<file path="src/hdl/query_term_top_fraction_select_macros.svh">
// assertion macros for the term selector
`ifndef QUERY_TERM_TOP_FRACTION_SELECT_MACROS_SVH
`define QUERY_TERM_TOP_FRACTION_SELECT_MACROS_SVH
`ifndef SYNTHESIS
`define QTS_ASSERT_IMPL(label, clk, rst, ante, cons) \
   label: assert property (@(posedge clk) disable iff (rst) (ante) |-> (cons)) \
      else $error("qts check failed");
`define QTS_ASSERT_NEXT(label, clk, rst, ante, cons) \
   label: assert property (@(posedge clk) disable iff (rst) (ante) |=> (cons)) \
      else $error("qts check failed");
`else
`define QTS_ASSERT_IMPL(label, clk, rst, ante, cons)
`define QTS_ASSERT_NEXT(label, clk, rst, ante, cons)
`endif
`endif

</file>
<file path="src/hdl/qts_pkg.sv">
`default_nettype none
package qts_pkg;
   localparam int ID_W    = 32;
   localparam int WT_W    = 16;
   localparam int SCORE_W = 48;
   localparam int FRAC_W  = 17;
   localparam logic [FRAC_W-1:0] FRAC_ONE   = 17'h10000;
   localparam logic [FRAC_W-1:0] FRAC_RESET = 17'h08000;
   localparam logic [SCORE_W-1:0] SCORE_MAX = {SCORE_W{1'b1}};

   typedef enum logic [1:0] {
      REQ_LOAD   = 2'd0,
      REQ_DOC    = 2'd1,
      REQ_FINISH = 2'd2,
      REQ_NONE   = 2'd3
   } req_type_type;

   typedef enum logic [2:0] {
      ST_IDLE,
      ST_MAC,
      ST_RANK,
      ST_ORDER,
      ST_PICK,
      ST_EMIT,
      ST_CLEAR
   } state_type;

   // broadcast from the controller to every cell
   typedef struct packed {
      logic            load;    // store id/weight into the cell at load_sel
      logic            mac;     // accumulate when the id matches
      logic            rank;    // compare scores against the circulating entry
      logic            order;   // compare ids against the circulating kept entry
      logic            shift;   // rotate the ring by one
      logic            clear;   // drop scores and counts
      logic [ID_W-1:0] id;
      logic [WT_W-1:0] wt;
   } cell_ctl_type;
endpackage
`default_nettype wire

</file>
<file path="src/hdl/qts_cell.sv">
`default_nettype none
// one slot of the term ring: holds a query term, its score, its rank and order counts
module qts_cell #(
   parameter int CNT_W = 7
) (
   input  wire                           clock,
   input  wire                           reset,
   input  wire qts_pkg::cell_ctl_type    ctl,
   input  wire                           load_sel,
   input  wire                           active,
   input  wire  [CNT_W-1:0]              keep,
   // circulating entry from the neighbor
   input  wire  [qts_pkg::ID_W-1:0]      circ_id_in,
   input  wire  [qts_pkg::SCORE_W-1:0]   circ_sc_in,
   input  wire  [CNT_W-1:0]              circ_slot_in,
   input  wire                           circ_act_in,
   input  wire                           circ_kept_in,
   output logic [qts_pkg::ID_W-1:0]      circ_id_out,
   output logic [qts_pkg::SCORE_W-1:0]   circ_sc_out,
   output logic [CNT_W-1:0]              circ_slot_out,
   output logic                          circ_act_out,
   output logic                          circ_kept_out,
   input  wire  [CNT_W-1:0]              my_slot,
   output logic [qts_pkg::ID_W-1:0]      id,
   output logic [qts_pkg::WT_W-1:0]      wt,
   output logic [CNT_W-1:0]              pos,
   output logic                          kept
);
   logic [qts_pkg::ID_W-1:0]    id_ff;
   logic [qts_pkg::WT_W-1:0]    wt_ff;
   logic [qts_pkg::SCORE_W-1:0] sc_ff, sc_in;
   logic [qts_pkg::ID_W-1:0]    cid_ff;
   logic [qts_pkg::SCORE_W-1:0] csc_ff;
   logic [CNT_W-1:0]            cslot_ff, rank_ff, pos_ff;
   logic                        cact_ff, ckept_ff;
   logic [2*qts_pkg::WT_W-1:0]  prod;
   logic [qts_pkg::SCORE_W:0]   sum;
   logic                        above;
   logic                        lower;
   logic                        kept_w;

   assign prod  = (2*qts_pkg::WT_W)'(wt_ff) * (2*qts_pkg::WT_W)'(ctl.wt);
   assign sum   = {1'b0, sc_ff} + {{(qts_pkg::SCORE_W+1-2*qts_pkg::WT_W){1'b0}}, prod};
   assign sc_in = sum[qts_pkg::SCORE_W] ? qts_pkg::SCORE_MAX : sum[qts_pkg::SCORE_W-1:0];

   // rank is final once the entry has met every other one
   assign kept_w = active && (rank_ff < keep);

   // circulating entry outranks this cell
   always_comb begin
      if (circ_sc_in != sc_ff)      above = circ_sc_in > sc_ff;
      else if (circ_id_in != id_ff) above = circ_id_in < id_ff;
      else                          above = circ_slot_in < my_slot;
   end

   // circulating entry comes earlier in the output order
   assign lower = (circ_id_in < id_ff) || (circ_id_in == id_ff && circ_slot_in < my_slot);

   always_ff @(posedge clock) begin
      if (ctl.load && load_sel) begin
         id_ff <= ctl.id;
         wt_ff <= ctl.wt;
      end
      if (ctl.clear || (ctl.load && load_sel))
         sc_ff <= '0;
      else if (ctl.mac && active && id_ff == ctl.id)
         sc_ff <= sc_in;
      if (ctl.shift) begin
         cid_ff   <= (ctl.rank || ctl.order) ? circ_id_in : id_ff;
         csc_ff   <= (ctl.rank || ctl.order) ? circ_sc_in : sc_ff;
         cslot_ff <= (ctl.rank || ctl.order) ? circ_slot_in : my_slot;
         cact_ff  <= (ctl.rank || ctl.order) ? circ_act_in : active;
         // own kept flag, seeded on the last rank step
         ckept_ff <= ctl.order ? circ_kept_in : kept_w;
      end
   end

   always_ff @(posedge clock) begin
      if (reset || ctl.clear) begin
         rank_ff <= '0;
         pos_ff  <= '0;
      end else begin
         if (ctl.rank && circ_act_in && active && above)
            rank_ff <= rank_ff + 1'b1;
         if (ctl.order && circ_kept_in && kept_w && lower)
            pos_ff <= pos_ff + 1'b1;
      end
   end

   assign circ_id_out   = cid_ff;
   assign circ_sc_out   = csc_ff;
   assign circ_slot_out = cslot_ff;
   assign circ_act_out  = cact_ff;
   assign circ_kept_out = ckept_ff;
   assign id   = id_ff;
   assign wt   = wt_ff;
   assign pos  = pos_ff;
   assign kept = kept_w;
endmodule
`default_nettype wire

</file>
<file path="config.mk">
export PLATFORM = sky130hd
export DESIGN_NAME = qts_cell
export DESIGN_NICKNAME = d
export VERILOG_FILES = /design/src/hdl/query_term_top_fraction_select_macros.svh /design/src/hdl/qts_pkg.sv /design/src/hdl/qts_cell.sv
export SDC_FILE = /design/constraint.sdc
export NUM_CORES = 1
export LEC_CHECK = 0
export CORE_ASPECT_RATIO = 0.6
export CORE_MARGIN = 2
export CORE_UTILIZATION = 50
export DETAILED_ROUTE_END_ITERATION = 10
export DONT_BUFFER_PORTS = 1
export GPL_TIMING_DRIVEN = 0
export PLACE_DENSITY = 0.66
export SYNTH_ARGS = -nofsm -noshare
export SYNTH_HDL_FRONTEND = slang
export SYNTH_SLANG_ARGS = --single-unit
</file>
<file path="constraint.sdc">
create_clock -name clock -period 9.59 [get_ports clock]
set_input_delay 0.4795 -clock clock [delete_from_list [all_inputs] [get_ports clock]]
set_output_delay 0.4795 -clock clock [all_outputs]
set_load 0.02 [all_outputs]
</file>
==> flow_summary.json, run 1 <==
{
  "max_freq_mhz": 129,
  "cts_tree": "done",
  "crit_top_cell": "fa_1",
  "htreeDepth": 4,
  "use_met3_pct": 7.29,
  "vias_per_cell": 5.73,
  "grt_pass1_wl_um": 89900,
  "required_ns": 9.87,
  "wl_um": 58700,
  "worst_slew_pin_slew_ns": 1.24,
  "powerDensity_mw_per_mm2": 313,
  "busiest_layer": "met1",
  "clkTransAtPathRegs_ns": 0.09,
  "setup_viol": 0,
  "cts_resized": 0,
  "dieArea_mm2": 0.0421,
  "final.min_clock_period_ns": 7.78,
  "start_util_pct": 50.4,
  "antenna_found_initial": 3,
  "crit_path_end_kind": "register",
  "hpwl_um": 48500,
  "crit_arrival_ns": 8.06,
  "met2_usage_pct": 40.0,
  "async_flop_share_pct": 0,
  "cts_sinks": 199,
  "root_buffer": "clkbuf_16",
  "crit_fanout": 10,
  "clk_path_buf_depth": 2,
  "fillCellCount": 3615,
  "layout.cells.non_filler": 2621,
  "cts_setup_buffers": 0,
  "ant_nets": 0,
  "grt_util_met1_pct": 42.5,
  "netlist_instances": 2057,
  "drv_slew": 0,
  "post-place-cells": 2589,
  "synth_edf_count": 137,
  "die_h_um": 160,
  "cp_slowest_stage_delay_ns": 0.78,
  "drt_pass1_iterations": 5,
  "grt_util_all_layers_pct": 28.2,
  "synth_ff_type": "edfxtp_1",
  "nets": 2668,
  "via_count": 15000,
  "cp-start-kind": "register",
  "ioPinCount": 306,
  "fin_crit_sh_pct": 81.1,
  "syn_nets": 2648,
  "rows": 57,
  "clock_latency_ns": 0.48,
  "cts_hold_buf": 0,
  "p_total_mw": 6.74,
  "core_mm2": 0.0402,
  "numCtsBuffers": 17,
  "drv_cap": 0,
  "synthDistinctLibCells": 72,
  "area_delta_synth_final_pct": 6.68,
  "grt-ovfl-total": 0,
  "grt_max_degree": 90,
  "die_x_um": 264,
  "clock_skew_ns": 0.0259,
  "synth_warnings": 0,
  "peakVddDrop_v": 0.000501,
  "path_cells": "clkbuf_1, nand2_1, fa_1, inv_1, fa_1, inv_1, fa_1, inv_1, fa_1, fa_1, inv_1, fa_1, inv_1, ha_1, nand3_1, a211oi_1, o21ai_0, a21oi_1, o21ai_0, a31oi_1, nand2_1, nor2_1, a211oi_1",
  "status": "finished clean",
  "relSlewSlack_pct": 16.4,
  "wire_per_inst_um": 22.4,
  "syn_area_per_cell_um2": 9.83,
  "leakagePower_nw": 9.65,
  "io_buffers": 0,
  "worst-setup-path-type": "reg2reg",
  "drc": 0,
  "hold_path.class": "in2reg",
  "hold_viol_final": 0,
  "synth-seq-cells": 199,
  "grt_pass1_vias": 15200,
  "first_iter_violations": 1281,
  "globalplace.congestion": 0.935,
  "rsz0062_at_grt": "no",
  "drive_gt1_share_pct": 7.27,
  "syn_area_mm2": 0.0202,
  "cp_slowest_cell": "edfxtp_1",
  "fin_setup_tns_ns": 0,
  "antenna_cells": 0,
  "synth-seq-area-share_pct": 26.5
}
## metal layers
layer	vias to the layer above	part of all wire [%]
li1	6777	-
met4	2	2.1
met1	7563	47
met3	72	8.9
met5	-	0.022
met2	603	42
## stage by stage
step           hold slack, ns  area (um^2)  util (%)  setup slack [ns]
3_5_place_dp            0.484        20900      52.1              1.99
5_1_grt                0.0798        21600      53.7              1.50
6_report               0.0993        21600      53.7              1.81
2_1_floorplan           0.447        20200         -              3.35
4_1_cts                0.0825        21600      53.7              1.93
3_3_place_gp            0.468        20900      52.0              2.07
## worst paths after layout
| check | startpoint | to | slack (ns) | depth (start not counted) |
|---|---|---|---|---|
| min | ctl[5] | wt[5] | 0.1 | 0 |
| max reg2reg | wt[6] | sc_ff[39] | 1.81 | 23 |
| min reg2reg | rank_ff[6] | rank_ff[6] | 0.50 | 2 |
| max | wt[6] | sc_ff[39] | 1.81 | 23 |
## power breakdown
group	internal (mW)	total, mW	switching, mW	leakage (nW)
registers	0.971	1.07	0.0993	1.82
logic	1.87	4.87	3.00	7.51
clock network	0.389	0.806	0.416	0.314
total	3.23	6.74	3.51	9.65
## worst max-delay path, delay by kind of cell (launching register included)
| kind | cells | cell delay (ns) |
|---|---|---|
| adder cells (fa/ha/maj) | 7 | 3.49 |
| AO/OA/AOI/OAI | 6 | 1.51 |
| AND/OR/NAND/NOR | 4 | 0.92 |
| buffers and inverters | 6 | 0.86 |
| flip-flops | 1 | 0.78 |
## synth_stat cells (all sizes together), types with 3 or more instances
master | number | area (um^2)
a211oi | 22 | 178
a21o | 34 | 257
a21oi | 90 | 450
a221oi | 7 | 92.6
a31o | 6 | 61.3
a31oi | 17 | 106
and2 | 132 | 826
and3 | 5 | 31.3
and4 | 4 | 35.0
buf | 7 | 40.0
clkbuf | 53 | 199
dfxtp | 62 | 1240
edfxtp | 137 | 4110
fa | 226 | 4520
ha | 204 | 2550
inv | 425 | 1600
mux2 | 86 | 968
mux2i | 5 | 50.1
nand2 | 198 | 743
nand2b | 5 | 31.3
nand3 | 23 | 115
nand4 | 34 | 219
nor2 | 43 | 161
nor2b | 14 | 87.6
nor3 | 27 | 151
nor4 | 9 | 56.3
nor4b | 4 | 41.3
o211ai | 6 | 50.1
o21a | 4 | 30.0
o21ai | 57 | 285
o21bai | 3 | 22.5
o31ai | 5 | 37.5
or2 | 4 | 25.0
or3 | 8 | 51.3
or4 | 4 | 30.0
xnor2 | 38 | 333
xor2 | 23 | 201
## cell type report
type | count | area [um^2] | area share, %
Timing Repair Buffer | 1 | 27.5 | 0.128
Sequential cell | 199 | 5360 | 24.8
Inverter | 425 | 1600 | 7.39
Buffer | 60 | 239 | 1.11
Multi-Input combinational cell | 1373 | 13000 | 60.5
Tap cell | 531 | 664 | 3.08
Clock buffer | 19 | 475 | 2.20
Clock inverter | 13 | 169 | 0.783
## cells in the final DEF (no fill, tap or decap), types with 7 or more instances in the layout
cell / synthesis / layout
clkbuf_16: 0 / 19
and2_1: 132 / 131
fa_1: 226 / 226
mux2_2: 86 / 86
nor4_1: 9 / 7
inv_1: 425 / 425
edfxtp_1: 137 / 137
nand4_1: 33 / 33
a21oi_1: 90 / 90
clkbuf_1: 53 / 53
nor3_1: 25 / 25
dfxtp_1: 62 / 62
o21ai_0: 54 / 54
a21o_1: 33 / 33
a211oi_1: 21 / 21
nand2_1: 198 / 198
a31oi_1: 17 / 17
ha_1: 204 / 204
nor2_1: 43 / 43
nand3_1: 23 / 23
xor2_1: 23 / 23
xnor2_1: 38 / 38
nor2b_1: 14 / 14
or3_1: 7 / 7
## state kept, by name, indices dropped and copies added (netlist names)
signal,flops
wt,16
circ_id_out,32
sc_ff,48
rank_ff,7
id,32
circ_act_out,1
pos,7
circ_slot_out,7
circ_sc_out,48
circ_kept_out,1
## cell families after synthesis
logic type	Yosys count	share of synthesized area, %
AO/OA/AOI/OAI	269	8.56
XOR/XNOR	61	2.64
adder cells (fa/ha/maj)	430	35.0
buffers and inverters	485	9.07
flip-flops	199	26.5
multiplexers	91	5.04
AND/OR/NAND/NOR	522	13.2
Power figures use the tool's default switching activity.
==> inputs of run 2 (changes only) <==
--- a/config.mk
+++ b/config.mk
@@ -5,13 +5,14 @@
 export SDC_FILE = /design/constraint.sdc
 export NUM_CORES = 1
 export LEC_CHECK = 0
+export ABC_AREA = 1
 export CORE_ASPECT_RATIO = 0.6
 export CORE_MARGIN = 2
 export CORE_UTILIZATION = 50
 export DETAILED_ROUTE_END_ITERATION = 10
 export DONT_BUFFER_PORTS = 1
 export GPL_TIMING_DRIVEN = 0
-export PLACE_DENSITY = 0.66
+export PLACE_DENSITY = 0.69
 export SYNTH_ARGS = -nofsm -noshare
 export SYNTH_HDL_FRONTEND = slang
 export SYNTH_SLANG_ARGS = --single-unit
==> constraint.sdc (replaced) <==
create_clock -name clock -period 7.1 [get_ports clock]
set_input_delay 0.355 -clock clock [delete_from_list [all_inputs] [get_ports clock]]
set_output_delay 0.355 -clock clock [all_outputs]
set_load 0.02 [all_outputs]
==> run 2 against run 1 <==
Effect of this change: worst hold slack worse by 0.082 ns; sequential power up 33%; wire length up 21%; utilization up 1.4 points; first-iteration DRC count up 74%; clock skew down 0.0050 ns; synthesized cell count up 38%; critical path depth up 2; combinational power up 53%; worst setup slack worse by 1.5 ns; register-to-register slack worse by 1.5 ns; die area up 8.4%; highest routed layer is now met4.
==> flow_summary.json, run 2 <==
{
  "syn_nets": 3439,
  "root_buffer": "clkbuf_16",
  "p_seq_share_pct": 14.3,
  "relSlewSlack_pct": 37.0,
  "via_count": 19200,
  "final.min_clock_period_ns": 6.82,
  "cts_tree": "done",
  "grt-ovfl-total": 0,
  "crit_fanout": 10,
  "async_flop_share_pct": 0,
  "grt_util_all_layers_pct": 31.6,
  "rr_worst_depth": 25,
  "clock_latency_ns": 0.47,
  "clkTransAtPathRegs_ns": 0.09,
  "hpwl_um": 59900,
  "fin_area_mm2": 0.0239,
  "vias_per_cell": 5.45,
  "fin_setup_tns_ns": 0,
  "htreeDepth": 4,
  "power_frac_comb_pct": 75.0,
  "p_sw_share_pct": 56.9,
  "dieArea_mm2": 0.0457,
  "worst_slack_ns": 0.278,
  "die_x_um": 275,
  "wire_per_inst_um": 20.3,
  "nets": 3510,
  "synthDistinctLibCells": 49,
  "crit_path_end_kind": "register",
  "peakVddDrop_v": 0.000565,
  "p_int_mw": 4.29,
  "rsz0062_at_grt": "no",
  "ioPinCount": 306,
  "worst_slew_pin_slew_ns": 0.946,
  "clock_skew_ns": 0.0209,
  "first_iter_violations": 2225,
  "area_delta_synth_final_pct": 8.74,
  "yosysTopAreaCell": "fa_1",
  "worst-setup-path-type": "reg2reg",
  "worstHoldPathCells": 0,
  "regArea_mm2": 0.00536,
  "netlist_instances": 2848,
  "synth_ff_type": "edfxtp_1",
  "drv_slew": 0,
  "max_freq_mhz": 147,
  "p_total_mw": 9.95,
  "die_h_um": 166,
  "p_clk_share_pct": 10.7,
  "cts_sinks": 199,
  "syn_area_per_cell_um2": 7.71,
  "ant_nets": 0,
  "fillCellCount": 4129,
  "dpl-instance-area_mm2": 0.0227,
  "drc": 0,
  "cp-start-kind": "register",
  "power.switching_mw": 5.66,
  "required_ns": 7.46,
  "synth-seq-area-share_pct": 24.4,
  "io_buffers": 0,
  "fin_crit_sh_pct": 96.1,
  "synth_edf_count": 137,
  "core_mm2": 0.0433,
  "mostFrequentLayoutCells": "inv_1 (672), nand2_1 (643), nor2_1 (251)",
  "rows": 59,
  "powerDensity_mw_per_mm2": 417,
  "synth.top_cell.area_share_pct": 20.6,
  "synth_warnings": 0,
  "drv_cap": 0,
  "synth.most_common_cell": "inv_1",
  "hold_viol_final": 0,
  "drt_pass1_iterations": 7,
  "grt_max_degree": 79,
  "syn_area_mm2": 0.0220,
  "setup_viol": 0,
  "grt_pass1_wl_um": 109000,
  "wl_um": 71300,
  "pre_cts_ws_ns": -0.201,
  "crit_arrival_ns": 7.18,
  "final_common_cell": "inv_1",
  "drive_gt1_share_pct": 5.08,
  "globalplace.congestion": 0.994,
  "hold_path.class": "in2reg",
  "antenna_found_initial": 1,
  "start_util_pct": 50.7,
  "clk_path_buf_depth": 2,
  "synth_commonest_cells": "inv_1 (672), nand2_1 (643), nor2_1 (251)",
  "numCtsBuffers": 17,
  "synth-seq-cells": 199,
  "multi_input_area_mm2": 0.0137,
  "cts_setup_buffers": 0,
  "synth.top_cells.by_area": "fa_1 (21%), edfxtp_1 (19%), ha_1 (12%), inv_1 (11%), nand2_1 (11%)",
  "leakagePower_nw": 12.5,
  "grt_pass1_vias": 18500,
  "status": "finished clean"
}
==> run 2: cell types whose count changed in the layout (fill, tap and decap cells not counted), moves of 57 or more <==
| cell | change |
|---|---|
| nand2_1 | +445 |
| nand3_1 | +57 |
| and2_1 | -129 |
| nor2_1 | +208 |
| mux2_2 | -86 |
| inv_1 | +247 |
| a21oi_1 | +103 |
==> run 2: final cells by class <==
cell class / instances / area share [%]
inverters: 680 / 10.7
plain buffers: 93 / 1.80
repair buffers: 52 / 2.22
clock inverters: 15 / 0.791
flip-flops and latches: 199 / 22.4
well taps: 579 / 3.03
multi-input cells: 1876 / 57.2
diodes: 2 / 0.0210
clock buffers: 17 / 1.78
==> run 2: worst paths after layout <==
path / slack, ns / end / startpoint
max: 0.28 / sc_ff[33] / wt[10]
min: 0.02 / circ_sc_out[28] / ctl[49]
max reg2reg: 0.28 / sc_ff[33] / wt[10]
min reg2reg: 0.53 / sc_ff[40] / sc_ff[40]
==> run 2: power groups by stage <==
stage	Clock [mW]	Combinational, mW	Sequential [mW]
6_report	1.07	7.46	1.42
2_1_floorplan	0	5.45	1.43
4_1_cts	1.08	7.35	1.42
5_1_grt	1.11	8.43	1.42
3_3_place_gp	0	7.17	1.45
3_5_place_dp	0	7.25	1.45
==> run 2: routing by layer <==
| metal | vias to the layer above | track usage [%] | part of all wire (%) |
|---|---|---|---|
| met5 | - | 0 | 0 |
| met4 | 0 | 6.52 | 1.8 |
| met3 | 93 | 9.99 | 12 |
| met2 | 1011 | 41.6 | 38 |
| met1 | 9233 | 49.7 | 47 |
| li1 | 8820 | - | - |
==> run 2: stage by stage <==
stage	instances	hold WS (ns)	util (%)
global placement	3427	0.454	52.4
detailed placement	3428	0.454	52.4
global route	3511	0.00154	55.1
finish	3513	0.0175	55.1
floorplan	2848	0.454	-
CTS	3511	0.00114	55.0
==> run 2: cells by family (layout without fill, tap and decap cells) <==
| kind of cell | Yosys count | in the layout | share of synthesized area [%] |
|---|---|---|---|
| and+or+nand+nor | 1115 | 1115 | 21.4 |
| DFF | 199 | 199 | 24.4 |
| buffers and inverters | 773 | 857 | 13.4 |
| other | 0 | 2 | 0 |
| xor gates and xnor gates | 43 | 43 | 1.71 |
| adders and majority gates | 430 | 430 | 32.2 |
| AOI/OAI and AO/OA | 288 | 288 | 6.86 |
==> run 2: what timing repair did <==
action / CTS / global route
hold buffers: 51 / 0
hold endpoints to repair: 60 / 0
endpoints found under the setup margin: 29 / 37
gates resized for setup: 16 / 33
pin swaps: 0 / 0
==> run 2: worst max-delay path: stages (launching register included) <==
cell,delay (ns)
edfxtp_1,0.48
clkbuf_2,0.31
clkbuf_2,0.37
nand2_1,0.15
fa_1,0.61
inv_1,0.07
fa_1,0.52
fa_1,0.55
inv_1,0.06
fa_1,0.53
inv_1,0.06
fa_1,0.47
ha_1,0.33
ha_1,0.36
a21oi_1,0.24
o21ai_0,0.23
a21oi_1,0.27
nand2_1,0.11
nand2_1,0.13
nand2_1,0.06
nand2_1,0.05
nand2_1,0.13
nor2_4,0.32
inv_1,0.10
nor2_1,0.13
nor2_1,0.05
